[config.mk]
export PLATFORM = sky130hd
export DESIGN_NAME = rpi_step
export DESIGN_NICKNAME = d
export VERILOG_FILES = /design/src/rtl/rpi_pkg.sv /design/src/rtl/rpi_step.sv
export SDC_FILE = /design/constraint.sdc
export NUM_CORES = 1
export LEC_CHECK = 0
export ABC_AREA = 1
export BUFFER_PORTS_ARGS = -buffer_cell sky130_fd_sc_hd__clkbuf_2
export CAP_MARGIN = 15
export CORE_MARGIN = 8
export CORE_UTILIZATION = 50
export DETAILED_ROUTE_END_ITERATION = 10
export PLACE_DENSITY = 0.77
export REMOVE_ABC_BUFFERS = 1
export SYNTH_ARGS = -nofsm -noshare
export SYNTH_HDL_FRONTEND = slang
export SYNTH_SLANG_ARGS = --single-unit
[constraint.sdc]
create_clock -name i_clk -period 3.6 [get_ports i_clk]
set_input_delay 0.72 -clock i_clk [delete_from_list [all_inputs] [get_ports i_clk]]
set_output_delay 0.72 -clock i_clk [all_outputs]
set_load 0.01 [all_outputs]
[src/rtl/rpi_pkg.sv]
`timescale 1ns / 1ps

package rpi_pkg;

    localparam int COORD_FRAC_BITS = 15;
    localparam int DIST_FRAC_BITS  = 16;
    localparam int COMP_W          = 21;
    localparam int VEC_W           = 3 * COMP_W;
    localparam int RADIUS_W        = 20;
    localparam int THRESH_W        = 30;
    localparam logic [THRESH_W-1:0] THRESH_RESET = 30'd10737;

    // Threshold is in units of 2^-30, dot products in units of 2^-2F.
    localparam int THR_SHIFT  = 30 - 2 * COORD_FRAC_BITS;
    // Sphere root is in units of 2^-2F; the distance keeps DIST_FRAC_BITS.
    localparam int DIST_SHIFT = 2 * COORD_FRAC_BITS - DIST_FRAC_BITS;
    // The plane quotient is resolved below 2^QUOT_BITS; above that it saturates.
    localparam int QUOT_BITS  = 33;
    localparam int BIG_SHIFT  = QUOT_BITS - DIST_FRAC_BITS;

    localparam int B_W        = 44;   // (o-c).d, signed
    localparam int K_W        = 46;   // |o-c|^2 - r^2, signed
    localparam int BM_W       = 43;   // |b|
    localparam int BB_W       = 86;   // b^2
    localparam int KS_W       = 76;   // k scaled to units of 2^-4F
    localparam int ND_W       = 43;   // n.d, signed
    localparam int NP_W       = 44;   // n.(p-o), signed
    localparam int DEN_W      = 42;   // |n.d|
    localparam int NUM_W      = 43;   // |n.(p-o)|
    localparam int REM_W      = 88;   // remainder width of the shared step unit
    localparam int ROOT_STEPS = 44;   // one result bit per step
    localparam int ROOT_W     = 44;
    localparam int TS_W       = 33;

    typedef struct packed {
        logic                mode;
        logic [VEC_W-1:0]    ray_origin;
        logic [VEC_W-1:0]    ray_direction;
        logic [VEC_W-1:0]    prim_center;
        logic [VEC_W-1:0]    prim_normal;
        logic [RADIUS_W-1:0] prim_radius;
    } t_rpi_in;

    typedef struct packed {
        logic               no_root;
        logic signed [31:0] distance;
        logic               saturated;
    } t_rpi_out;

    // State carried through the square root / division steps.
    typedef struct packed {
        logic                  valid;
        logic                  mode;
        logic                  kill;
        logic                  big;
        logic                  neg;
        logic signed [B_W-1:0] b;
        logic [REM_W-1:0]      x;
        logic [REM_W-1:0]      res;
        logic [DEN_W-1:0]      den;
    } t_rpi_iter;

    function automatic logic signed [COMP_W-1:0] comp(input logic [VEC_W-1:0] v,
                                                      input int idx);
        return v[idx*COMP_W +: COMP_W];
    endfunction

endpackage

[src/rtl/rpi_step.sv]
`timescale 1ns / 1ps

// One bit of the floor square root (sphere) or of the quotient (plane).
module rpi_step #(
    parameter int STEP = 0
) (
    input  logic               i_clk,
    input  logic               i_rst_n,
    input  logic               i_en,
    input  rpi_pkg::t_rpi_iter i_stage,
    output rpi_pkg::t_rpi_iter o_stage
);

    localparam int ROOT_POS = rpi_pkg::REM_W - 2 - 2 * STEP;
    localparam int QUOT_POS = rpi_pkg::ROOT_STEPS - 1 - STEP;

    logic [rpi_pkg::REM_W-1:0] n_root_bit;
    logic [rpi_pkg::REM_W-1:0] n_trial;
    logic                      n_ge;
    rpi_pkg::t_rpi_iter        n_stage;
    rpi_pkg::t_rpi_iter        r_stage;

    always_comb begin
        n_root_bit = rpi_pkg::REM_W'(1) << ROOT_POS;
        n_trial    = i_stage.mode
                   ? (rpi_pkg::REM_W'(i_stage.den) << QUOT_POS)
                   : (i_stage.res + n_root_bit);
        n_ge       = i_stage.x >= n_trial;
        n_stage    = i_stage;
        if (n_ge) begin
            n_stage.x = i_stage.x - n_trial;
        end
        if (i_stage.mode) begin
            n_stage.res = i_stage.res | (rpi_pkg::REM_W'(n_ge) << QUOT_POS);
        end else begin
            n_stage.res = (i_stage.res >> 1) | (n_ge ? n_root_bit : '0);
        end
    end

    always_ff @(posedge i_clk) begin
        if (!i_rst_n) begin
            r_stage <= '0;
        end else if (i_en) begin
            r_stage <= n_stage;
        end
    end

    assign o_stage = r_stage;

endmodule

# Word level (Yosys, flattened, before mapping)
# Index checks and enable logic that the tools add are counted.
[op_classes] n_addsub=2 n_lt_le_gt_ge=1 mux=4 bitwise=2
[op_table] operator="$mux W88" n=3
[op_table] operator="$add A88 B87 Y88 const B" n=1
[op_table] operator="$ge A88 B88 Y1" n=1
[op_table] operator="$or A88 B44 Y88" n=1
[op_table] operator="$sub A88 B88 Y88" n=1
[op_table] operator="$mux W87" n=1
[op_table] operator="$or A87 B87 Y87" n=1
[word_totals] ff_bits=267 inputBits=270 out_inout_bits=267 word_cells=18

# Depth between registers and ports, before layout
# Gate-level depths: netlist of run 1.
[logic_depth] word_depth=6 mapped_depth=22 depth_no_buf=20

# Worst setup path after synthesis of run 1
# OpenSTA, ideal clock, no wires.
[synth_path] path_type="input-to-reg" startpoint="in i_stage[265] in the netlist's numbering" endpoint="reg r_stage (netlist bit o_stage[156])" setup_ps=132 arrival_ps=3403 required_ps=3468 path_slack_ps=65 path_stages=17 path_cell_list="buf_1 -> clkbuf_1 -> mux2i_1 -> ha_1 -> nand2_1 -> inv_1 -> nand2_1 -> nand2_1 -> inv_1 -> nand2_1 -> a21oi_1 -> nand3_2 -> nand2_4 -> clkbuf_1 -> nand3b_1 -> nand3_1 -> a21oi_1"
[synth_between] elab_chain_len=3 word_cells_on_any_way=4 cone_classes="add/sub: 1; order compare: 1; mux: 2"
[synth_lines] element="from (decl)" line_no="rpi_step.sv:10" text="input rpi_pkg::t_rpi_iter i_stage,"
[synth_lines] element="$mux W88 *" line_no="rpi_step.sv:26" text="? (rpi_pkg::REM_W'(i_stage.den) << QUOT_POS)"
[synth_lines] element="$sub A88 B88 Y88 or $ge A88 B88 Y1 (tied branches)" line_no="rpi_step.sv:31, rpi_step.sv:28"
[synth_lines] element="$mux W88 *" line_no="rpi_step.sv:30" text="if (n_ge) begin"
[synth_lines] element="to (signal assigned)" line_no="rpi_step.sv:44" text="r_stage <= n_stage;"
[synth_lines] element="to (decl)" line_no="rpi_step.sv:21" text="rpi_pkg::t_rpi_iter r_stage;"
# Every way passes the cells marked *; elsewhere a longest branch is shown, timed or not.
# A chain may end at the register's enable or synchronous reset.

# Final worst setup path of run 1
[layout_path] startpoint="in i_stage[265] in the netlist's numbering" endpoint="reg r_stage (netlist bit o_stage[205])"
# The elaborated chain is that of the path after synthesis.

==> results of run 1 <==
## worst max-delay path by stage
| stage | endpoint | slack, ps | startpoint |
|---|---|---|---|
| floorplan | o_stage[42] | -2250 | i_en |
| global placement | o_stage[186] | -110 | i_stage[265] |
| detailed placement | o_stage[167] | -160 | i_stage[265] |
| CTS | o_stage[184] | 430 | i_stage[265] |
| global route | o_stage[208] | 240 | i_stage[265] |
| finish | o_stage[205] | 410 | i_stage[265] |
## power by group
| part | internal [mW] | switching (mW) | total [mW] |
|---|---|---|---|
| Combinational | 1.43 | 2.22 | 3.65 |
| Clock | 1.60 | 1.25 | 2.85 |
| Sequential | 3.20 | 0.128 | 3.33 |
| Total | 6.23 | 3.61 | 9.83 |
## cells in the mapped netlist, drive strengths merged, types with 17 or more instances
| master | instances | area, um^2 |
|---|---|---|
| buf | 40 | 211 |
| clkbuf | 98 | 368 |
| o21ai | 102 | 510 |
| nor2 | 397 | 1520 |
| mux2i | 41 | 410 |
| nand3 | 272 | 1370 |
| nand4 | 17 | 106 |
| nand3b | 71 | 533 |
| o211ai | 44 | 330 |
| xnor2 | 46 | 403 |
| dfxtp | 267 | 5350 |
| nand2 | 1370 | 5160 |
| a21oi | 154 | 771 |
| inv | 634 | 2380 |
| ha | 88 | 1100 |
## cell families (layout without fill, tap and decap cells)
group                      Yosys count  after routing  share of synthesized area (%)
buffers and inverters              773           1482                           14.2
adders and majority gates           89             89                           5.39
muxes                               41             41                           1.97
AOI/OAI and AO/OA                  318            318                           8.40
DFF                                267            267                           25.7
and+or+nand+nor                   2145           2145                           42.3
xor gates and xnor gates            46             46                           1.94
## cells in the final DEF, fill, tap and decap left out, drive strengths merged
master / Yosys / routed
a211oi: 1 / 1
a21oi: 154 / 154
and2: 6 / 6
buf: 40 / 266
bufinv: 0 / 1
clkbuf: 98 / 572
clkinv: 1 / 6
clkinvlp: 0 / 2
dfxtp: 267 / 267
fa: 1 / 1
ha: 88 / 88
inv: 634 / 635
mux2i: 41 / 41
nand2: 1370 / 1370
nand3: 272 / 272
nand3b: 71 / 71
nand4: 17 / 17
nor2: 397 / 397
nor3: 10 / 10
nor4: 2 / 2
o211ai: 44 / 44
o21a: 1 / 1
o21ai: 102 / 102
o21bai: 14 / 14
o221ai: 1 / 1
o22ai: 1 / 1
xnor2: 46 / 46
## worst max-delay path, cell delays in order
cell	delay [ps]
buf_4	160
inv_2	110
buf_12	190
nand2_1	120
ha_1	340
nand2_1	130
nor2_1	200
nand2_1	100
inv_1	100
nand2_1	80
inv_1	150
nand3_1	160
nor2_2	180
nor2_4	70
buf_12	190
nand3_1	200
nand2_1	60
inv_1	50
nand2_1	50
a21oi_1	150
## area by class of cell
| type | count | area (um^2) | share of cell area [%] |
|---|---|---|---|
| multi-input cells | 2639 | 12500 | 46.9 |
| flip-flops and latches | 267 | 5350 | 20.1 |
| repair buffers | 799 | 4870 | 18.3 |
| inverters | 635 | 2390 | 8.98 |
| clock buffers | 39 | 793 | 2.98 |
| well taps | 532 | 666 | 2.50 |
| clock inverters | 9 | 82.6 | 0.310 |
## stage by stage
step                      setup TNS, ps  instance area [um^2]  total power [mW]  cells  setup WS, ps
after floorplan                 -473580                 20200              5.37   3541         -2250
after global placement            -5530                 25800              6.95   4872          -105
after detailed placement          -7470                 25800              6.98   4872          -158
after CTS                             0                 26600              9.83   4920           431
after global routing                  0                 26600              10.4   4920           243
final                                 0                 26600              9.83   4920           413
## per-layer routing
layer	wire, um	track usage [%]
met2	38900	56.5
met5	0	0
met3	7340	6.35
met1	36100	43.2
met4	2840	10.7
==> impl_metrics.tcl, run 1 <==
set metrics [dict create \
    setup_viol 0 \
    utilization_pct 65.1 \
    first_global_vias 23600 \
    synth_edf_count 0 \
    rsz0062_at_grt "false" \
    ys_ff_latch 267 \
    cp.arrival_ps 3680 \
    drc_errors 0 \
    place_congestion 1.08 \
    finalNetCount 4730 \
    num_rows 74 \
    hold_violations 0 \
    yosysSeqAreaShare_pct 25.7 \
    cts_resized 0 \
    die-area_um2 48400 \
    min_to "o_stage[231]" \
    ys.warnings.count 0 \
    grtUsageTotal_pct 33.7 \
    io_buffers 536 \
    insertion_delay_ps 590 \
    root_buffer "clkbuf_16" \
    tritoncts "yes" \
    dieWidth_um 220 \
    grt_max_degree 176 \
    status "finished, final reports clean" \
    powerDensity_nw_per_um2 369 \
    timing.fmax_mhz 314 \
    ant_nets 0 \
    numCtsBuffers 29 \
    async_flop_share_pct 0 \
    start_util_pct 50.8 \
    worstHoldPathCells 3 \
    cts_setup_buffers 0 \
    io_pins 537 \
    via_per_inst 5.07 \
    drive_gt1_share_pct 19.7 \
    cts.path.max_buffers 3 \
    routed-via-count 24900 \
    post_drt_wl_per_cell_um 17.3 \
    min_period_over_period_pct 88.5 \
    period_needed_ps 3190 \
    finalWirelength_mm 85.2 \
    overflow 0 \
    finalMaxSlewViolations 0 \
    syn_inst 3679 \
    syn_area_um2 20800 \
    ir_drop_mv 0.340 \
    end_kind "flop" \
    core-area_um2 40900 \
    worst_hold_slack_ps 349 \
    leakagePower_nw 15.6 \
    ys_dominant_reg_cell "dfxtp_1" \
    r2r_start "o_stage[42]" \
    cp_max_fo 89 \
    drt_iter0_drc 1983 \
    drv_cap 0 \
    antenna_found_initial 1 \
    clk_pin_slew_ps 60 \
    hp-class "in -> reg" \
    timing.rr.end "o_stage[42]" \
    r2r_slack_ps 2840 \
    hpwl_mm 70.1 \
    worst_slew_pin_slew_ps 888 \
    critPathKind "in -> reg" \
    max_slew_margin_pct 40.8 \
    cp.required_ps 4090 \
    critPathLaunchType "input port" \
    num_antenna_cells 0 \
    yosysUniqueCellTypes 35 \
    nFillCells 4133 \
    r2r_cells 4 \
    h-tree-depth 1 \
    clock_sinks 267 \
    hp-start "i_stage[231]" \
    first_pass_iters 6 \
    cts-hold-fix-buffers 0 \
    area_growth_pct 28.1 \
    fin_skew_ps 0 \
    die_y_um 220 \
    avgSynthCellArea_um2 5.65 \
    largest_reg_flops 267 \
    grt_pass1_wl_mm 130 \
]
No activity file was read; power rests on OpenSTA's default activity.
==> inputs of run 2 (changes only) <==
CORE_AREA = 2 2 207 209   (was default)
CORE_MARGIN = default   (was 8)
CORE_UTILIZATION = default   (was 50)
DIE_AREA = 0 0 209 211   (was default)
==> run 2 against run 1 <==
Compared with the run above: routed wire length down 3.7%; worst hold slack better by 20 ps; non-clock buffer count up 43; largest power group unchanged; highest routed layer unchanged.
==> impl_metrics.tcl, run 2 (synthesized netlist as in run 1, its figures left out) <==
set metrics [dict create \
    cts-hold-fix-buffers 0 \
    ir_drop_mv 0.383 \
    drive_gt1_share_pct 20.6 \
    largest_reg_flops 267 \
    cp_max_fo 54 \
    multi_input_area_um2 12500 \
    io_buffers 536 \
    via_per_inst 5.04 \
    totalPowerFinal_mw 9.96 \
    insertion_delay_ps 560 \
    h-tree-depth 1 \
    max_slew_margin_pct 41.3 \
    final_cell_mix "1366 x nand2_1, 627 x inv_1, 533 x clkbuf_2, 386 x nor2_1, 295 x buf_4" \
    clk_pin_slew_ps 60 \
    clock_sinks 267 \
    antenna_found_initial 1 \
    cp.required_ps 4100 \
    grtUsageTotal_pct 36.4 \
    p_clk_share_pct 29.6 \
    ant_nets 0 \
    area_growth_pct 29.7 \
    place_ws_ps -107 \
    seqCellArea_um2 5350 \
    drt_iter0_drc 1993 \
    hp-class "in -> reg" \
    io_pins 537 \
    setup_viol 0 \
    grt_pass1_wl_mm 128 \
    cts_setup_buffers 0 \
    cts_resized 0 \
    leakagePower_nw 15.8 \
    cts.path.max_buffers 3 \
    finalWirelength_mm 82.1 \
    worst_hold_slack_ps 369 \
    drc_errors 0 \
    p_int_mw 6.36 \
    fin_skew_ps 0 \
    first_global_vias 23800 \
    tritoncts "yes" \
    drv_cap 0 \
    min_period_over_period_pct 88.3 \
    utilization_pct 64.6 \
    p_seq_share_pct 33.4 \
    finalMaxSlewViolations 0 \
    routed-via-count 25100 \
    die-area_um2 44100 \
    status "finished, final reports clean" \
    timing.fmax_mhz 314 \
    place_inst 4922 \
    finalNetCount 4773 \
    num_rows 75 \
    rsz0062_at_grt "false" \
    powerDensity_nw_per_um2 369 \
    start_util_pct 49.8 \
    core-area_um2 41800 \
    swShare_pct 36.1 \
    overflow 0 \
    dieWidth_um 209 \
    die_y_um 211 \
    grt_max_degree 143 \
    p_switching_mw 3.60 \
    place_congestion 1.03 \
    hold_violations 0 \
    critPathKind "in -> reg" \
    dpl-instance-area_um2 26000 \
    end_kind "flop" \
    root_buffer "clkbuf_16" \
    p_comb_share_pct 37.0 \
    worst_slew_pin_slew_ps 881 \
    final_area_um2 27000 \
    cp.arrival_ps 3680 \
    hpwl_mm 67.3 \
    nFillCells 4181 \
    critPathLaunchType "input port" \
    period_needed_ps 3180 \
    finalSetupTns_ps 0 \
    first_pass_iters 6 \
    post_drt_wl_per_cell_um 16.5 \
    instances_no_fill 4974 \
    numCtsBuffers 29 \
    final_common_cell "nand2_1" \
    post-route-worst-setup-slack_ps 420 \
]
run 2: cell count changes in the layout (fill, tap and decap cells not counted):
cell	before	now
bufinv_16	1	2
clkbuf_1	7	6
buf_4	248	295
clkinvlp_4	2	1
clkbuf_8	3	4
diode_2	0	1
clkinv_4	1	0
clkinv_2	4	8
buf_12	16	12
run 2: area by class of cell:
| cell class | instances | share of cell area, % |
|---|---|---|
| clock buffers | 39 | 2.98 |
| multi-input cells | 2639 | 46.3 |
| flip-flops and latches | 267 | 19.8 |
| well taps | 539 | 2.50 |
| repair buffers | 842 | 19.1 |
| inverters | 635 | 8.87 |
| clock inverters | 12 | 0.432 |
| diodes | 1 | 0.00928 |
run 2: layer usage:
| layer | track usage [%] | vias to the layer above | wire [um] | share of wire [%] |
|---|---|---|---|---|
| met5 | 0 | - | 0 | 0 |
| met4 | 11.9 | 0 | 2690 | 3.3 |
| met3 | 5.52 | 140 | 6240 | 7.6 |
| met2 | 63.4 | 953 | 38600 | 47 |
| met1 | 46.1 | 11200 | 34600 | 42 |
| li1 | - | 12700 | - | - |
run 2: path summary, 6_finish.rpt:
check          startpoint      endpoint  slack (ps)  depth (start not counted)
max          i_stage[265]  o_stage[196]         420                         19
max reg2reg   o_stage[42]   o_stage[42]        2880                          4
min reg2reg  o_stage[166]  o_stage[166]         460                          2
min          i_stage[235]  o_stage[235]         370                          3
run 2: power by group through the flow:
stage	registers, mW	logic, mW	clock network [mW]
2_1_floorplan	3.49	1.88	0
3_3_place_gp	3.38	3.60	0
3_5_place_dp	3.38	3.63	0
4_1_cts	3.32	3.65	2.98
5_1_grt	3.35	4.08	3.09
6_report	3.33	3.69	2.95
run 2: worst max-delay path, cell delays in order:
cell and delay, ps:
buf_4 220, buf_12 230, mux2i_1 110, ha_1 350, nand2_1 110, nor2_1 160
inv_1 90, nor2_2 250, nand2_1 140, nor2_2 160, nand2_1 80, nor2_2 120
nor2_4 70, buf_4 310, nand3_1 170, nand2_1 70, inv_1 100, nand2_1 50
a21oi_1 110
