===== src/rtl/rpi_pkg.sv =====
`timescale 1ns / 1ps

package rpi_pkg;

    localparam int COORD_FRAC_BITS = 15;
    localparam int DIST_FRAC_BITS  = 16;
    localparam int COMP_W          = 21;
    localparam int VEC_W           = 3 * COMP_W;
    localparam int RADIUS_W        = 20;
    localparam int THRESH_W        = 30;
    localparam logic [THRESH_W-1:0] THRESH_RESET = 30'd10737;

    // Threshold is in units of 2^-30, dot products in units of 2^-2F.
    localparam int THR_SHIFT  = 30 - 2 * COORD_FRAC_BITS;
    // Sphere root is in units of 2^-2F; the distance keeps DIST_FRAC_BITS.
    localparam int DIST_SHIFT = 2 * COORD_FRAC_BITS - DIST_FRAC_BITS;
    // The plane quotient is resolved below 2^QUOT_BITS; above that it saturates.
    localparam int QUOT_BITS  = 33;
    localparam int BIG_SHIFT  = QUOT_BITS - DIST_FRAC_BITS;

    localparam int B_W        = 44;   // (o-c).d, signed
    localparam int K_W        = 46;   // |o-c|^2 - r^2, signed
    localparam int BM_W       = 43;   // |b|
    localparam int BB_W       = 86;   // b^2
    localparam int KS_W       = 76;   // k scaled to units of 2^-4F
    localparam int ND_W       = 43;   // n.d, signed
    localparam int NP_W       = 44;   // n.(p-o), signed
    localparam int DEN_W      = 42;   // |n.d|
    localparam int NUM_W      = 43;   // |n.(p-o)|
    localparam int REM_W      = 88;   // remainder width of the shared step unit
    localparam int ROOT_STEPS = 44;   // one result bit per step
    localparam int ROOT_W     = 44;
    localparam int TS_W       = 33;

    typedef struct packed {
        logic                mode;
        logic [VEC_W-1:0]    ray_origin;
        logic [VEC_W-1:0]    ray_direction;
        logic [VEC_W-1:0]    prim_center;
        logic [VEC_W-1:0]    prim_normal;
        logic [RADIUS_W-1:0] prim_radius;
    } t_rpi_in;

    typedef struct packed {
        logic               no_root;
        logic signed [31:0] distance;
        logic               saturated;
    } t_rpi_out;

    // State carried through the square root / division steps.
    typedef struct packed {
        logic                  valid;
        logic                  mode;
        logic                  kill;
        logic                  big;
        logic                  neg;
        logic signed [B_W-1:0] b;
        logic [REM_W-1:0]      x;
        logic [REM_W-1:0]      res;
        logic [DEN_W-1:0]      den;
    } t_rpi_iter;

    function automatic logic signed [COMP_W-1:0] comp(input logic [VEC_W-1:0] v,
                                                      input int idx);
        return v[idx*COMP_W +: COMP_W];
    endfunction

endpackage


===== src/rtl/rpi_back.sv =====
`timescale 1ns / 1ps

module rpi_back (
    input  logic               i_clk,
    input  logic               i_rst_n,
    input  logic               i_en,
    input  rpi_pkg::t_rpi_iter i_stage,
    output logic               o_valid,
    output rpi_pkg::t_rpi_out  o_data
);

    localparam int T2_W = rpi_pkg::B_W + 3;

    logic                               r_b1_v;
    logic                               r_b1_mode;
    logic                               r_b1_kill;
    logic                               r_b1_big;
    logic                               r_b1_neg;
    logic signed [rpi_pkg::TS_W-1:0]    r_b1_ts;
    logic [rpi_pkg::QUOT_BITS-1:0]      r_b1_q;

    logic signed [T2_W-1:0]             n_t2;
    logic signed [T2_W-1:0]             n_t2_sh;

    logic                               r_b2_v;
    rpi_pkg::t_rpi_out                  r_b2;
    rpi_pkg::t_rpi_out                  n_out;
    logic [rpi_pkg::QUOT_BITS-1:0]      n_qneg;

    always_comb begin
        n_t2 = -T2_W'(i_stage.b)
             - $signed({3'b000, i_stage.res[rpi_pkg::ROOT_W-1:0]});
        // Arithmetic shift floors toward minus infinity.
        n_t2_sh = n_t2 >>> rpi_pkg::DIST_SHIFT;
    end

    always_ff @(posedge i_clk) begin
        if (!i_rst_n) begin
            r_b1_v <= 1'b0;
            r_b2_v <= 1'b0;
        end else if (i_en) begin
            r_b1_v <= i_stage.valid;
            r_b2_v <= r_b1_v;
        end
    end

    always_comb begin
        n_qneg = -r_b1_q;
        n_out  = '0;
        if (r_b1_kill) begin
            n_out.no_root = 1'b1;
        end else if (!r_b1_mode) begin
            if (!r_b1_ts[rpi_pkg::TS_W-1] && r_b1_ts[31]) begin
                n_out.saturated = 1'b1;
                n_out.distance  = 32'sh7FFF_FFFF;
            end else if (r_b1_ts[rpi_pkg::TS_W-1] && !r_b1_ts[31]) begin
                n_out.saturated = 1'b1;
                n_out.distance  = 32'sh8000_0000;
            end else begin
                n_out.distance  = r_b1_ts[31:0];
            end
        end else if (!r_b1_neg) begin
            if (r_b1_big || r_b1_q[32] || r_b1_q[31]) begin
                n_out.saturated = 1'b1;
                n_out.distance  = 32'sh7FFF_FFFF;
            end else begin
                n_out.distance  = r_b1_q[31:0];
            end
        end else begin
            if (r_b1_big || r_b1_q > 33'h0_8000_0000) begin
                n_out.saturated = 1'b1;
                n_out.distance  = 32'sh8000_0000;
            end else begin
                n_out.distance  = n_qneg[31:0];
            end
        end
    end

    always_ff @(posedge i_clk) begin
        if (i_en) begin
            r_b1_mode <= i_stage.mode;
            r_b1_kill <= i_stage.kill;
            r_b1_big  <= i_stage.big;
            r_b1_neg  <= i_stage.neg;
            r_b1_ts   <= n_t2_sh[rpi_pkg::TS_W-1:0];
            r_b1_q    <= i_stage.res[rpi_pkg::QUOT_BITS-1:0];
            r_b2      <= n_out;
        end
    end

    assign o_valid = r_b2_v;
    assign o_data  = r_b2;

endmodule


===== config.mk =====
export PLATFORM = sky130hd
export DESIGN_NAME = rpi_back
export DESIGN_NICKNAME = d
export VERILOG_FILES = /design/src/rtl/rpi_pkg.sv /design/src/rtl/rpi_back.sv
export SDC_FILE = /design/constraint.sdc
export NUM_CORES = 1
export LEC_CHECK = 0
export BUFFER_PORTS_ARGS = -buffer_cell sky130_fd_sc_hd__buf_2
export CAP_MARGIN = 25
export CORE_UTILIZATION = 40
export DETAILED_ROUTE_END_ITERATION = 10
export PLACE_DENSITY = 0.68
export SYNTH_ARGS = -nofsm -noshare
export SYNTH_HDL_FRONTEND = slang
export SYNTH_SLANG_ARGS = --single-unit
export TNS_END_PERCENT = 100

===== constraint.sdc =====
create_clock -name i_clk -period 6.05 [get_ports i_clk]
set_input_delay 0.605 -clock i_clk [delete_from_list [all_inputs] [get_ports i_clk]]
set_output_delay 0.605 -clock i_clk [all_outputs]
set_load 0.01 [all_outputs]

# After elaboration in Yosys (flattened, before gate mapping)
# Cells that the tools add are included.
# Widths: inputs -> output; s select.
[totals]
reg_bits = 106
in_bits = 270
[op_classes]
addsub = 3
n_lt_le_gt_ge = 1
muxes = 10
reduce_logical = 7
[op_table]
columns = ["operator", "count"]
rows = [
  ["$mux 33", 3],
  ["$mux 32", 3],
  ["$neg 44->47", 1],
  ["$sub 47x45->47", 1],
  ["$gt 33x32->1 const B", 1],
  ["$neg 32->32", 1],
  ["$mux 1", 4],
  ["$logic_or 1x1->1", 3],
  ["$logic_and 1x1->1", 2],
  ["$logic_not 1->1", 2],
]

# Depth between registers and ports, before layout
# Gate-level depths: netlist of the first run.
[logic_depth]
ltp_word = 5
mapped_depth = 12

# Worst setup path before layout of the first run
# Ideal clock, no wire load.
[synth_timing]
path_type = "in2reg"
startpoint = "input port i_stage[77] (netlist name)"
endpoint = "register r_b1_ts[30] (netlist name), data pin"
setup_time_ns = 0.278
arrival_ns = 3.005
path_slack_ns = 2.767
stages = 12
n_path_buf = 1
cell_sequence = "inv_1 ha_1 ha_1 clkbuf_1 nand2_1 or4_1 nand2b_1 and4b_1 o31ai_1 and3_1 a2111oi_2 xor2_1"
[synth_via]
elab_chain_len = 1
[synth_rtl]
columns = ["item", "line_no", "source"]
rows = [
  ["from (decl)", "rpi_back.sv:7", "input rpi_pkg::t_rpi_iter i_stage,"],
  ["$sub 47x45->47", "rpi_back.sv:32", "- $signed({3'b000, i_stage.res[rpi_pkg::ROOT_W-1:0]});"],
  ["via n_t2[44]", "rpi_back.sv:22", "logic signed [T2_W-1:0] n_t2;"],
  ["to (signal assigned)", "rpi_back.sv:85", "r_b1_ts <= n_t2_sh[rpi_pkg::TS_W-1:0];"],
  ["to (decl)", "rpi_back.sv:19", "logic signed [rpi_pkg::TS_W-1:0] r_b1_ts;"],
]
# The timed path passes the listed nets, and every way through them passes these cells.
# A chain may end at the register's enable or synchronous reset.

# Worst setup path after layout of the first run
[layout_timing]
startpoint = "input port i_stage[59] (netlist name)"
endpoint = "register r_b1_ts[30] (netlist name), data pin"
# The elaborated chain is that of the path after synthesis.

==> impl_results.md, run 1 <==
* Status: finished, final reports clean
* H-tree depth at 3
* Post-route insts no fill at 1,172
* Hold buffer count at cts at 0
* CTS root buf: clkbuf_16
* CP required at 6.13 ns
* Synthesis Warnings at 0
* Yosys cell types at 68
* DR vias at 6,331
* Reg2Reg Setup Slack at 2.50 ns
* Minimum clock period at 3.61 ns
* CP top delay family: compound AO/OA/AOI/OAI gates
* RSZ-0062 raised after global routing: no
* Yosys top cell by area: edfxtp_1
* Clock share of power at 30.4%
* Synthesized area at 7730 µm²
* Routability congestion estimate at 0.843
* Mapped Cells at 789
* Synth Flop Type: edfxtp_1
* CTS sink cnt at 106
* Cells on worst reg2reg path at 10
* Power share of the combinational group at 25.9%
* Pint at 1590 µW
* Worst-path clk slew at 0.07 ns
* Cells on Worst Hold Path at 1
* Area Growth Syn to Fin at 16.4%
* Leakage at 0.00400 µW
* Grt ovf at 0
* TritonCTS clock tree: done
* GRT Total Usage at 20.0%
* Post-Route WL at 19,600 µm
* Die width at 141 µm
* Hold Path Class: in -> reg
* Worst Hold Path EP: r_b1_mode
* Post-route DRC at 0
* Final hold violations at 0
* HPWL Detailed at 15,400 µm
* CTS buffer count at 9
* DIE AREA at 19,900 µm²
* IO buf count at 130
* Die height at 141 µm
* Ratio of cells with drive above 1 in the final layout at 18.1%
* Top post-synthesis cells by area: edfxtp_1 (40%), ha_1 (15%), a21oi_1 (4.7%), inv_1 (4.6%), a221oi_1 (3.1%)
* Sequential Power Share at 43.7%
* Vias in the first global route at 5,786
* Vias/cell at 5.40
* Relative slew slack at 34.3%
* Asr flop ratio synth at 0%
* Post-route ant nets at 0
* F_max at 0.277 GHz
* Cells after DPL at 1,154
* DR WL/cell at 16.7 µm
* Slowest stage cell, crit path: a2111oi_2
* Postcts setup bufs at 0
* Net switching power figure at 642 µW
* Setup crit start kind: input port
* Worst-margin pin slew at 0.986 ns
* HP Start: i_stage[265]
* Initial core utilization at 41.0%
* Largest net degree at the start of global routing at 81
* Syn Nets at 1,149
* Data arrival time of the critical path at 3.69 ns
* Period utilization at 59.7%
* Worst-case clock buffer depth at 2
* # setup viols final at 0
* Crit Reg-Reg Endpoint: o_data[9]
* Ports at 305
* Core ar. at 18,800 µm²
* Area share of the largest cell type after synthesis at 40.4%
* Synthesized area per cell at 9.80 µm²
* Crit Path Category: in -> reg
* Sequential share of the synthesized area at 40.9%
* Reg-to-Reg Start: r_b1_q[0]
* Power density over cell area at 248 nW/µm²
* Row cnt at 50
* Net Sw Frac at 28.8%
* Fin Clk Skew at 0.00787 ns
* Crit path largest cell delay at 0.56 ns
* CP Cell Sequence: buf_2 > inv_1 > ha_1 > ha_1 > a21oi_1 > a21oi_1 > a311oi_1 > o211a_1 > o211ai_1 > and3_1 > a2111oi_2 > xor2_1
* Yosys reg bits at 106
* Max-slew violations at 0
* Iter 0 DRT Violations at 510
* Worst setup EP type: flip-flop
* Global-route wire length before repair at 30,600 µm
* Pre-antenna DRT Iters at 5
* CP max FO at 6
* Max cap viols at 0
* Skew-Pair Late Insertion Delay at 0.35 ns
* Final setup TNS at 0 ns
* Final-stage net count at 1,266
* Worst path bufs/invs at 2
* Worst vdd ir at 0.158 mV
* Number of flops mapped to enable cells by yosys at 104
* Cts repair resizes at 0
* Initial antenna violation count at 0
## cell families (layout without fill, tap and decap cells)
group,after synthesis,after routing,share of synthesized area [%]
simple gates,224,224,16.2
xor+xnor,29,29,3.29
other cells,0,1,0
flops,106,106,40.9
mux,2,2,0.259
compound gates,215,215,18.6
fa+ha+maj,90,90,14.6
buf+inv,123,245,6.20
## routing by layer
metal	GRT usage (%)	wire length [µm]	vias up
met5	0	0	-
met1	29.8	9690	2912
met4	6.12	357	0
li1	-	-	3155
met3	2.55	1090	22
met2	30.2	8460	242
## layout by cell type (no fill, tap or decap), types with 3 or more instances in the layout
master	n
and3_1	9
buf_4	4
nor3_1	23
bufinv_16	3
clkbuf_16	9
nand2b_1	37
nor2b_1	4
and2_1	4
o21ai_0	32
xnor2_1	18
xor2_1	11
o211ai_1	6
nand3_1	9
buf_2	129
nand2_1	43
or3_1	12
edfxtp_1	104
or4_1	4
ha_1	90
a21o_1	18
nand4_1	9
o21a_1	6
o21ai_1	7
nor3b_1	13
inv_1	95
o21bai_1	6
nor4_1	5
a221oi_1	27
a21oi_1	73
a211oi_1	10
nor2_1	36
## stage by stage
step	setup slack [ns]	hold WS (ns)	total power [µW]	util, %	instance area (µm²)
floorplan	2.77	0.424	1360	-	7730
global placement	2.14	0.495	1550	45.7	8610
detailed placement	2.09	0.512	1560	45.7	8610
CTS	2.45	0.423	2230	47.6	8960
global route	2.21	0.424	2340	47.8	8990
finish	2.44	0.433	2230	47.8	8990
## worst max-delay path by stage
stage | depth (start not counted) | end | startpoint | slack, ns
final | 12 | r_b1_ts[30] | i_stage[59] | 2.44
after global routing | 10 | o_data[9] | r_b1_q[0] | 2.21
after CTS | 12 | r_b1_ts[30] | i_stage[59] | 2.45
after detailed placement | 12 | r_b1_ts[30] | i_stage[59] | 2.09
after global placement | 12 | r_b1_ts[30] | i_stage[59] | 2.14
after floorplan | 12 | r_b1_ts[30] | i_stage[77] | 2.77
## Yosys cell counts, drive strengths merged (4+ instances only)
master	n
nor2b	4
o21a	6
edfxtp	104
nor4	6
nand3	10
o211ai	6
clkbuf	22
o21bai	6
a2111oi	4
and3	9
a221oi	28
and2	5
buf	6
ha	90
nand2	44
nand2b	37
inv	95
xor2	11
nor2	37
nor3b	13
xnor2	18
o21ai	40
a21oi	73
a21o	18
or3	12
or4	5
a211oi	11
nand4	10
nor3	23
## sequential cells by signal, indices dropped and copies added (netlist names)
register	cells
o_data	34
r_b1_q	33
r_b1_ts	33
o_valid	1
r_b1_big	1
r_b1_kill	1
r_b1_mode	1
r_b1_neg	1
r_b1_v	1
## area by class of cell
| type | instances | area, µm² |
|---|---|---|
| Fill cell | 1783 | 9840 |
| Sequential cell | 106 | 3160 |
| Multi-Input combinational cell | 560 | 4090 |
| Clock buffer | 12 | 256 |
| Tap cell | 260 | 325 |
| Clock inverter | 4 | 97.6 |
| Timing Repair Buffer | 134 | 703 |
| Inverter | 95 | 357 |
| Antenna cell | 1 | 2.50 |
## power groups by stage
stage	Sequential, µW	Combinational [µW]	Clock, µW
3_5_place_dp	989	569	0
2_1_floorplan	984	372	0
5_1_grt	982	648	713
4_1_cts	973	573	687
6_report	973	578	678
3_3_place_gp	987	563	0
Note: power is estimated with default switching activity, not from simulation.
==> inputs of run 2 (changes only) <==
--- a/config.mk
+++ b/config.mk
@@ -5,11 +5,12 @@
 export SDC_FILE = /design/constraint.sdc
 export NUM_CORES = 1
 export LEC_CHECK = 0
+export ABC_AREA = 1
 export BUFFER_PORTS_ARGS = -buffer_cell sky130_fd_sc_hd__buf_2
 export CAP_MARGIN = 25
 export CORE_UTILIZATION = 40
 export DETAILED_ROUTE_END_ITERATION = 10
-export PLACE_DENSITY = 0.68
+export PLACE_DENSITY = 0.66
 export SYNTH_ARGS = -nofsm -noshare
 export SYNTH_HDL_FRONTEND = slang
 export SYNTH_SLANG_ARGS = --single-unit
==> constraint.sdc (replaced) <==
create_clock -name i_clk -period 3.57 [get_ports i_clk]
set_input_delay 0.357 -clock i_clk [delete_from_list [all_inputs] [get_ports i_clk]]
set_output_delay 0.357 -clock i_clk [all_outputs]
set_load 0.01 [all_outputs]
==> run 2 against run 1 <==
Sequential power up 66%. Die area up 18%. Largest power group unchanged. Final cell count up 44%. Critical path depth down 1. First-iteration DRC count down 7.1%.
==> impl_results.md, run 2 <==
* Final-stage net count at 1,766 (+39%)
* Synthesis Warnings at 0 (unchanged)
* HPWL Detailed at 22,800 µm (+48%)
* Vias/cell at 5.04 (-6.7%)
* RSZ-0062 raised after global routing: no
* Max-slew violations at 0 (unchanged)
* Largest net degree at the start of global routing at 66 (-19%)
* CTS sink cnt at 106 (unchanged)
* H-tree depth at 3 (unchanged)
* Yosys top cell by area: edfxtp_1
* Postcts setup bufs at 0 (unchanged)
* Post-Route WL at 27,000 µm (+38%)
* Worst Hold Path EP: r_b1_neg
* Area share of the largest cell type after synthesis at 34.2% (-6.2 points)
* Crit Reg-Reg Endpoint: o_data[29]
* Grt ovf at 0 (unchanged)
* XOR/XNOR share of the synthesized area at 2.88% (-0.41 points)
* DR vias at 8,524 (+35%)
* Synthesized area at 9130 µm² (+18%)
* Hold buffer count at cts at 0 (unchanged)
* Post-route DRC at 0 (unchanged)
* Iter 0 DRT Violations at 474 (-7.1%)
* Initial antenna violation count at 0 (unchanged)
* Die height at 153 µm (+8.5%)
* Row cnt at 54 (+8.0%)
* F_max at 0.412 GHz
* Initial core utilization at 41.3% (+0.26 points)
* Mapped Cells at 1,284 (+63%)
* Tot Pwr at 3780 µW (+70%)
* Ports at 305 (unchanged)
* HP Start: i_stage[262]
* DIE AREA at 23,400 µm² (+18%)
* Worst-margin pin slew at 1.03 ns (+0.0470 ns)
* Final hold violations at 0 (unchanged)
* Asr flop ratio synth at 0% (unchanged)
* CP required at 3.66 ns (-2.47 ns)
* Area Growth Syn to Fin at 13.5%
* Crit Path Category: in -> reg
* Worst-path clk slew at 0.07 ns (about the same)
* # setup viols final at 0 (unchanged)
* Cells on Worst Hold Path at 1 (unchanged)
* CP max FO at 3 (-3)
* Die width at 153 µm (+8.5%)
* Worst vdd ir at 0.225 mV (+42%)
* Cells on worst reg2reg path at 10 (unchanged)
* Synth Flop Type: edfxtp_1
* Final setup TNS at 0 ns (unchanged)
* Period utilization at 68.0%
* IO buf count at 130 (unchanged)
* Synthesized area per cell at 7.11 µm² (-27%)
* Power density over cell area at 365 nW/µm² (+47%)
* Data arrival time of the critical path at 2.52 ns (-1.17 ns)
* Core ar. at 22,100 µm² (+17%)
* Hold Path Class: in -> reg
* Simple-Gate Fraction of Synth Area at 27.1% (+11 points)
* Minimum clock period at 2.43 ns
* Largest family of logic cells by synthesized area: simple AND/OR/NAND/NOR gates
* Worst setup EP type: flip-flop
* Worst-case clock buffer depth at 2 (unchanged)
* Skew-Pair Late Insertion Delay at 0.36 ns (about the same)
* Sequential share of the synthesized area at 34.7% (-6.3 points)
* Syn Nets at 1,644 (+43%)
* Yosys cell types at 33 (-51%)
* Compound-cell area share of the yosys netlist at 11.5% (-7.1 points)
* Max cap viols at 0 (unchanged)
* Reg2Reg Setup Slack at 1.16 ns (-1.34 ns)
* Fin Clk Skew at 0.0153 ns (+0.00743 ns)
* Leakage at 0.00540 µW (+35%)
* Reg-to-Reg Start: r_b1_q[0]
* Vias in the first global route at 8,048 (+39%)
* Most frequent cells after synthesis: nand2_1 (324), inv_1 (249), a21oi_1 (121)
* Relative slew slack at 31.1% (-3.2 points)
* CTS buffer count at 9 (unchanged)
* Cts repair resizes at 0 (unchanged)
* Adder-Cell Fraction of Synth Area at 12.3% (-2.2 points)
* Antenna Diode Count at 0 (-1)
* Setup crit start kind: input port
* Yosys reg bits at 106 (unchanged)
* Routability congestion estimate at 0.933 (+11%)
* Ratio of cells with drive above 1 in the final layout at 11.8% (-6.3 points)
* Mux contribution to synthesized area at 0% (-0.26 points)
* Top post-synthesis cells by area: edfxtp_1 (34%), nand2_1 (13%), ha_1 (12%), inv_1 (10%), a21oi_1 (6.6%)
* Post-route ant nets at 0 (unchanged)
* TritonCTS clock tree: done
* Cell with the most instances after synthesis: nand2_1
* Status: finished, final reports clean
* Commonest cells after routing, fill and taps aside: nand2_1 (324), inv_1 (249), buf_2 (129)
* Largest register FFs at 34 (unchanged)
* Global-route wire length before repair at 41,400 µm (+35%)
* DR WL/cell at 16.0 µm (-4.5%)
* Commonest non-fill, non-tap cell in the layout: nand2_1
* CTS root buf: clkbuf_16
* Number of flops mapped to enable cells by yosys at 104 (unchanged)
* GRT Total Usage at 23.2% (+3.1 points)
* Pre-antenna DRT Iters at 4 (-1)
run 2: worst max-delay path by stage:
stage                startpoint           to
detailed placement  i_stage[45]  r_b1_ts[10]
finish              i_stage[45]  r_b1_ts[10]
global route        i_stage[45]  r_b1_ts[10]
floorplan           i_stage[77]  r_b1_ts[26]
CTS                  r_b1_q[31]   o_data[29]
global placement    i_stage[44]  r_b1_ts[10]
run 2: layer usage:
layer  GRT usage [%]  share of wire [%]  routed length [µm]  vias up
li1                -                  -                   -     4392
met1            29.8                 45               12300     3827
met2            39.2                 46               12400      263
met3            4.03                6.0                1630       42
met4            7.84                2.6                 710        0
met5               0                  0                   0        -
run 2: critical path, cell delays in order:
cell and delay (ns):
buf_2 0.11, inv_1 0.05, ha_1 0.28, ha_1 0.31, nand2_1 0.07, o21ai_0 0.41, a21oi_1 0.21, o21bai_1 0.38
nand2_1 0.13, nand3_1 0.09, nand2_1 0.11
run 2: report_power, final:
group / total [µW] / switching (µW) / internal [µW] / leakage [µW]
Sequential: 1620 / 66.9 / 1560 / 0.00105
Clock: 947 / 462 / 485 / 0.000132
Combinational: 1210 / 807 / 405 / 0.00422
run 2: metrics by stage:
step                util [%]  worst slack, ns  std cells  area (µm²)  hold WS (ns)
detailed placement      45.5            0.796       1674       10000         0.483
floorplan                  -             1.40       1284        9130         0.448
finish                  46.9             1.14       1691       10400         0.175
global placement        45.5            0.800       1674       10000         0.464
CTS                     46.8             1.03       1690       10300         0.165
global route            46.9            0.943       1691       10400         0.169
run 2: cell families (layout without fill, tap and decap cells):
logic type               Yosys count  in the layout
flip-flops                       106            106
AND/OR/NAND/NOR                  582            582
XOR/XNOR                          30             30
AO/OA/AOI/OAI                    203            203
adder cells (fa/ha/maj)           90             90
buffers and inverters            273            400
run 2: cell type report:
type,count,area (µm²)
clock buffer,9,225
clock inverter,7,62.6
fill,2338,11700
inverter,250,938
multi-input combinational,905,4910
sequential,106,3160
tap,280,350
timing repair buffer,134,716
==> inputs of run 3 (changes only) <==
--- a/config.mk
+++ b/config.mk
@@ -5,12 +5,12 @@
 export SDC_FILE = /design/constraint.sdc
 export NUM_CORES = 1
 export LEC_CHECK = 0
-export ABC_AREA = 1
+export ABC_AREA = 0
 export BUFFER_PORTS_ARGS = -buffer_cell sky130_fd_sc_hd__buf_2
 export CAP_MARGIN = 25
 export CORE_UTILIZATION = 40
 export DETAILED_ROUTE_END_ITERATION = 10
-export PLACE_DENSITY = 0.66
+export PLACE_DENSITY = 0.68
 export SYNTH_ARGS = -nofsm -noshare
 export SYNTH_HDL_FRONTEND = slang
 export SYNTH_SLANG_ARGS = --single-unit
==> constraint.sdc (replaced) <==
create_clock -name i_clk -period 2.4 [get_ports i_clk]
set_input_delay 0.24 -clock i_clk [delete_from_list [all_inputs] [get_ports i_clk]]
set_output_delay 0.24 -clock i_clk [all_outputs]
set_load 0.01 [all_outputs]
==> run 3 against run 2 <==
The flow now finishes with violations (setup timing). Critical path depth down 1. Total power up 67%. Final area up 20%. Count of clock-buffer cells in the layout unchanged. Sequential share of layout area down 5.0 points. Sequential power up 51%. Largest power group is now combinational logic.
==> impl_results.md, run 3 (synthesis results as in run 1) <==
* Status: complete, but fails checks
* Failing checks: setup timing
* Commonest non-fill, non-tap cell in the layout: buf_4
* Largest register FFs at 34 (unchanged)
* Worst-path clk slew at 0.07 ns (about the same)
* DIE AREA at 19,900 µm² (-15%)
* Core ar. at 18,800 µm² (-15%)
* IO buf count at 130 (unchanged)
* DR WL/cell at 16.7 µm (+4.7%)
* CP required at 2.62 ns (-1.04 ns)
* Crit Reg-Reg Endpoint: o_data[10]
* Reg2Reg Setup Slack at -0.48 ns (-1.64 ns)
* Cells on Worst Hold Path at 1 (unchanged)
* Period utilization at 120%
* Ratio of cells with drive above 1 in the final layout at 54.4% (+43 points)
* Crit path largest cell delay at 0.54 ns (+0.13 ns)
* Row cnt at 50 (-7.4%)
* Hold buffer count at cts at 0 (unchanged)
* Routability congestion estimate at 0.903 (-3.2%)
* Post-Route WL at 23,500 µm (-13%)
* Cells on worst reg2reg path at 10 (unchanged)
* Worst-margin pin slew at 1.08 ns (+0.0465 ns)
* Area Growth Syn to Fin at 60.2%
* Worst Hold Path EP: r_b1_mode
* Crit Path Category: reg -> reg
* Pre-antenna DRT Iters at 5 (+1)
* Final-stage net count at 1,500 (-15%)
* HPWL Detailed at 18,200 µm (-20%)
* Max-slew violations at 0 (unchanged)
* Post-route DRC at 0 (unchanged)
* Setup crit start kind: flip-flop
* Leakage at 0.00530 µW (-1.9%)
* Worst vdd ir at 0.315 mV (+40%)
* Minimum clock period at 2.88 ns
* Die height at 141 µm (-7.9%)
* DR vias at 7,321 (-14%)
* CTS buffer count at 9 (unchanged)
* Relative slew slack at 28.0% (-3.0 points)
* TritonCTS clock tree: done
* Ports at 305 (unchanged)
* CTS root buf: clkbuf_16
* Max cap viols at 0 (unchanged)
* Initial core utilization at 41.0% (-0.26 points)
* Commonest cells after routing, fill and taps aside: buf_4 (217), buf_2 (115), edfxtp_1 (104)
* Final setup TNS at -12.61 ns (-12.61 ns)
* Power density over cell area at 511 nW/µm² (+40%)
* GRT Total Usage at 23.8% (+0.64 points)
* Global-route wire length before repair at 36,700 µm (-11%)
* RSZ-0062 raised after global routing: yes
* CTS sink cnt at 106 (unchanged)
* Worst setup EP type: flip-flop
* Grt ovf at 0 (unchanged)
* # setup viols final at 40 (+40)
* Post-route ant nets at 0 (unchanged)
* Worst hold slack at 0.0610 ns (-0.114 ns)
* Initial antenna violation count at 0 (unchanged)
* Fin Clk Skew at 0.0129 ns (-0.00236 ns)
* Iter 0 DRT Violations at 554 (+17%)
* Tot Pwr at 6330 µW (+67%)
* CP Cell Sequence: or4_4 > nor4_4 > nand4_2 > o21ai_4 > nand3_4 > buf_12 > nor3b_2 > a21oi_1 > a221oi_1 > buf_4
* H-tree depth at 3 (unchanged)
* Worst-case clock buffer depth at 2 (unchanged)
* Vias in the first global route at 7,201 (-11%)
* Skew-Pair Late Insertion Delay at 0.36 ns (about the same)
* Worst setup margin at -0.481 ns (-1.62 ns)
* Data arrival time of the critical path at 3.10 ns (+0.58 ns)
* CP max FO at 8 (+5)
* Reg-to-Reg Start: r_b1_q[15]
* Largest net degree at the start of global routing at 44 (-33%)
* HP Start: i_stage[265]
* Vias/cell at 5.21 (+3.3%)
* F_max at 0.347 GHz
* Final hold violations at 0 (unchanged)
* Hold Path Class: in -> reg
* Die width at 141 µm (-7.9%)
* Slowest stage cell, crit path: or4_4
## run 3: critical path: cells and delay by family (launching register included)
family	cells	cell delay, ns
buffers and inverters	2	0.39
AO/OA/AOI/OAI	3	0.54
AND/OR/NAND/NOR	5	1.41
flip-flops	1	0.41
## run 3: power by group
part	internal (µW)	total, µW	switching [µW]	leakage (µW)
Sequential	2330	2440	111	0.00105
Combinational	1230	2470	1240	0.00412
Clock	722	1430	703	0.000131
## run 3: final cells by class
class,count,area (µm²)
fill,1461,6450
clock inverter,7,60.1
timing repair buffer,368,2650
clock buffer,9,225
inverter,95,392
sequential,106,3160
antenna,1,2.50
multi-input combinational,560,5570
tap,260,325
## run 3: per-layer routing
layer  part of all wire [%]  vias to the layer above  routed length (µm)  global-route usage (%)
met2                     45                      225               10600                    37.7
met3                    4.3                       29                1020                    2.51
met1                     49                     3446               11400                    34.3
li1                       -                     3621                   -                       -
met5                      0                        -                   0                       0
met4                    1.9                        0                 436                    7.15
## run 3: worst max-delay path by stage
stage | slack [ns] | cells after the start | end | start
floorplan | -0.28 | 12 | r_b1_ts[30] | i_stage[245]
global placement | -0.65 | 10 | o_data[19] | r_b1_q[1]
detailed placement | -0.75 | 12 | r_b1_ts[32] | i_stage[45]
CTS | -0.49 | 10 | o_data[4] | r_b1_q[10]
global route | -0.60 | 12 | o_data[10] | r_b1_q[1]
finish | -0.48 | 10 | o_data[10] | r_b1_q[15]
## run 3: timing repair
action	CTS	global route
pin swaps	53	66
gates resized for setup	103	88
hold endpoints to repair	0	0
setup buffers	18	24
cloned	1	0
endpoints found under the setup margin	52	53
## run 3: metrics by stage
stage	cell area (µm²)	utilization (%)	cells	setup WS (ns)
2_1_floorplan	8600	-	789	-0.276
3_3_place_gp	10900	58.1	1351	-0.650
3_5_place_dp	10900	58.1	1351	-0.748
4_1_cts	11900	63.1	1386	-0.486
5_1_grt	12400	65.7	1405	-0.605
6_report	12400	65.8	1406	-0.481
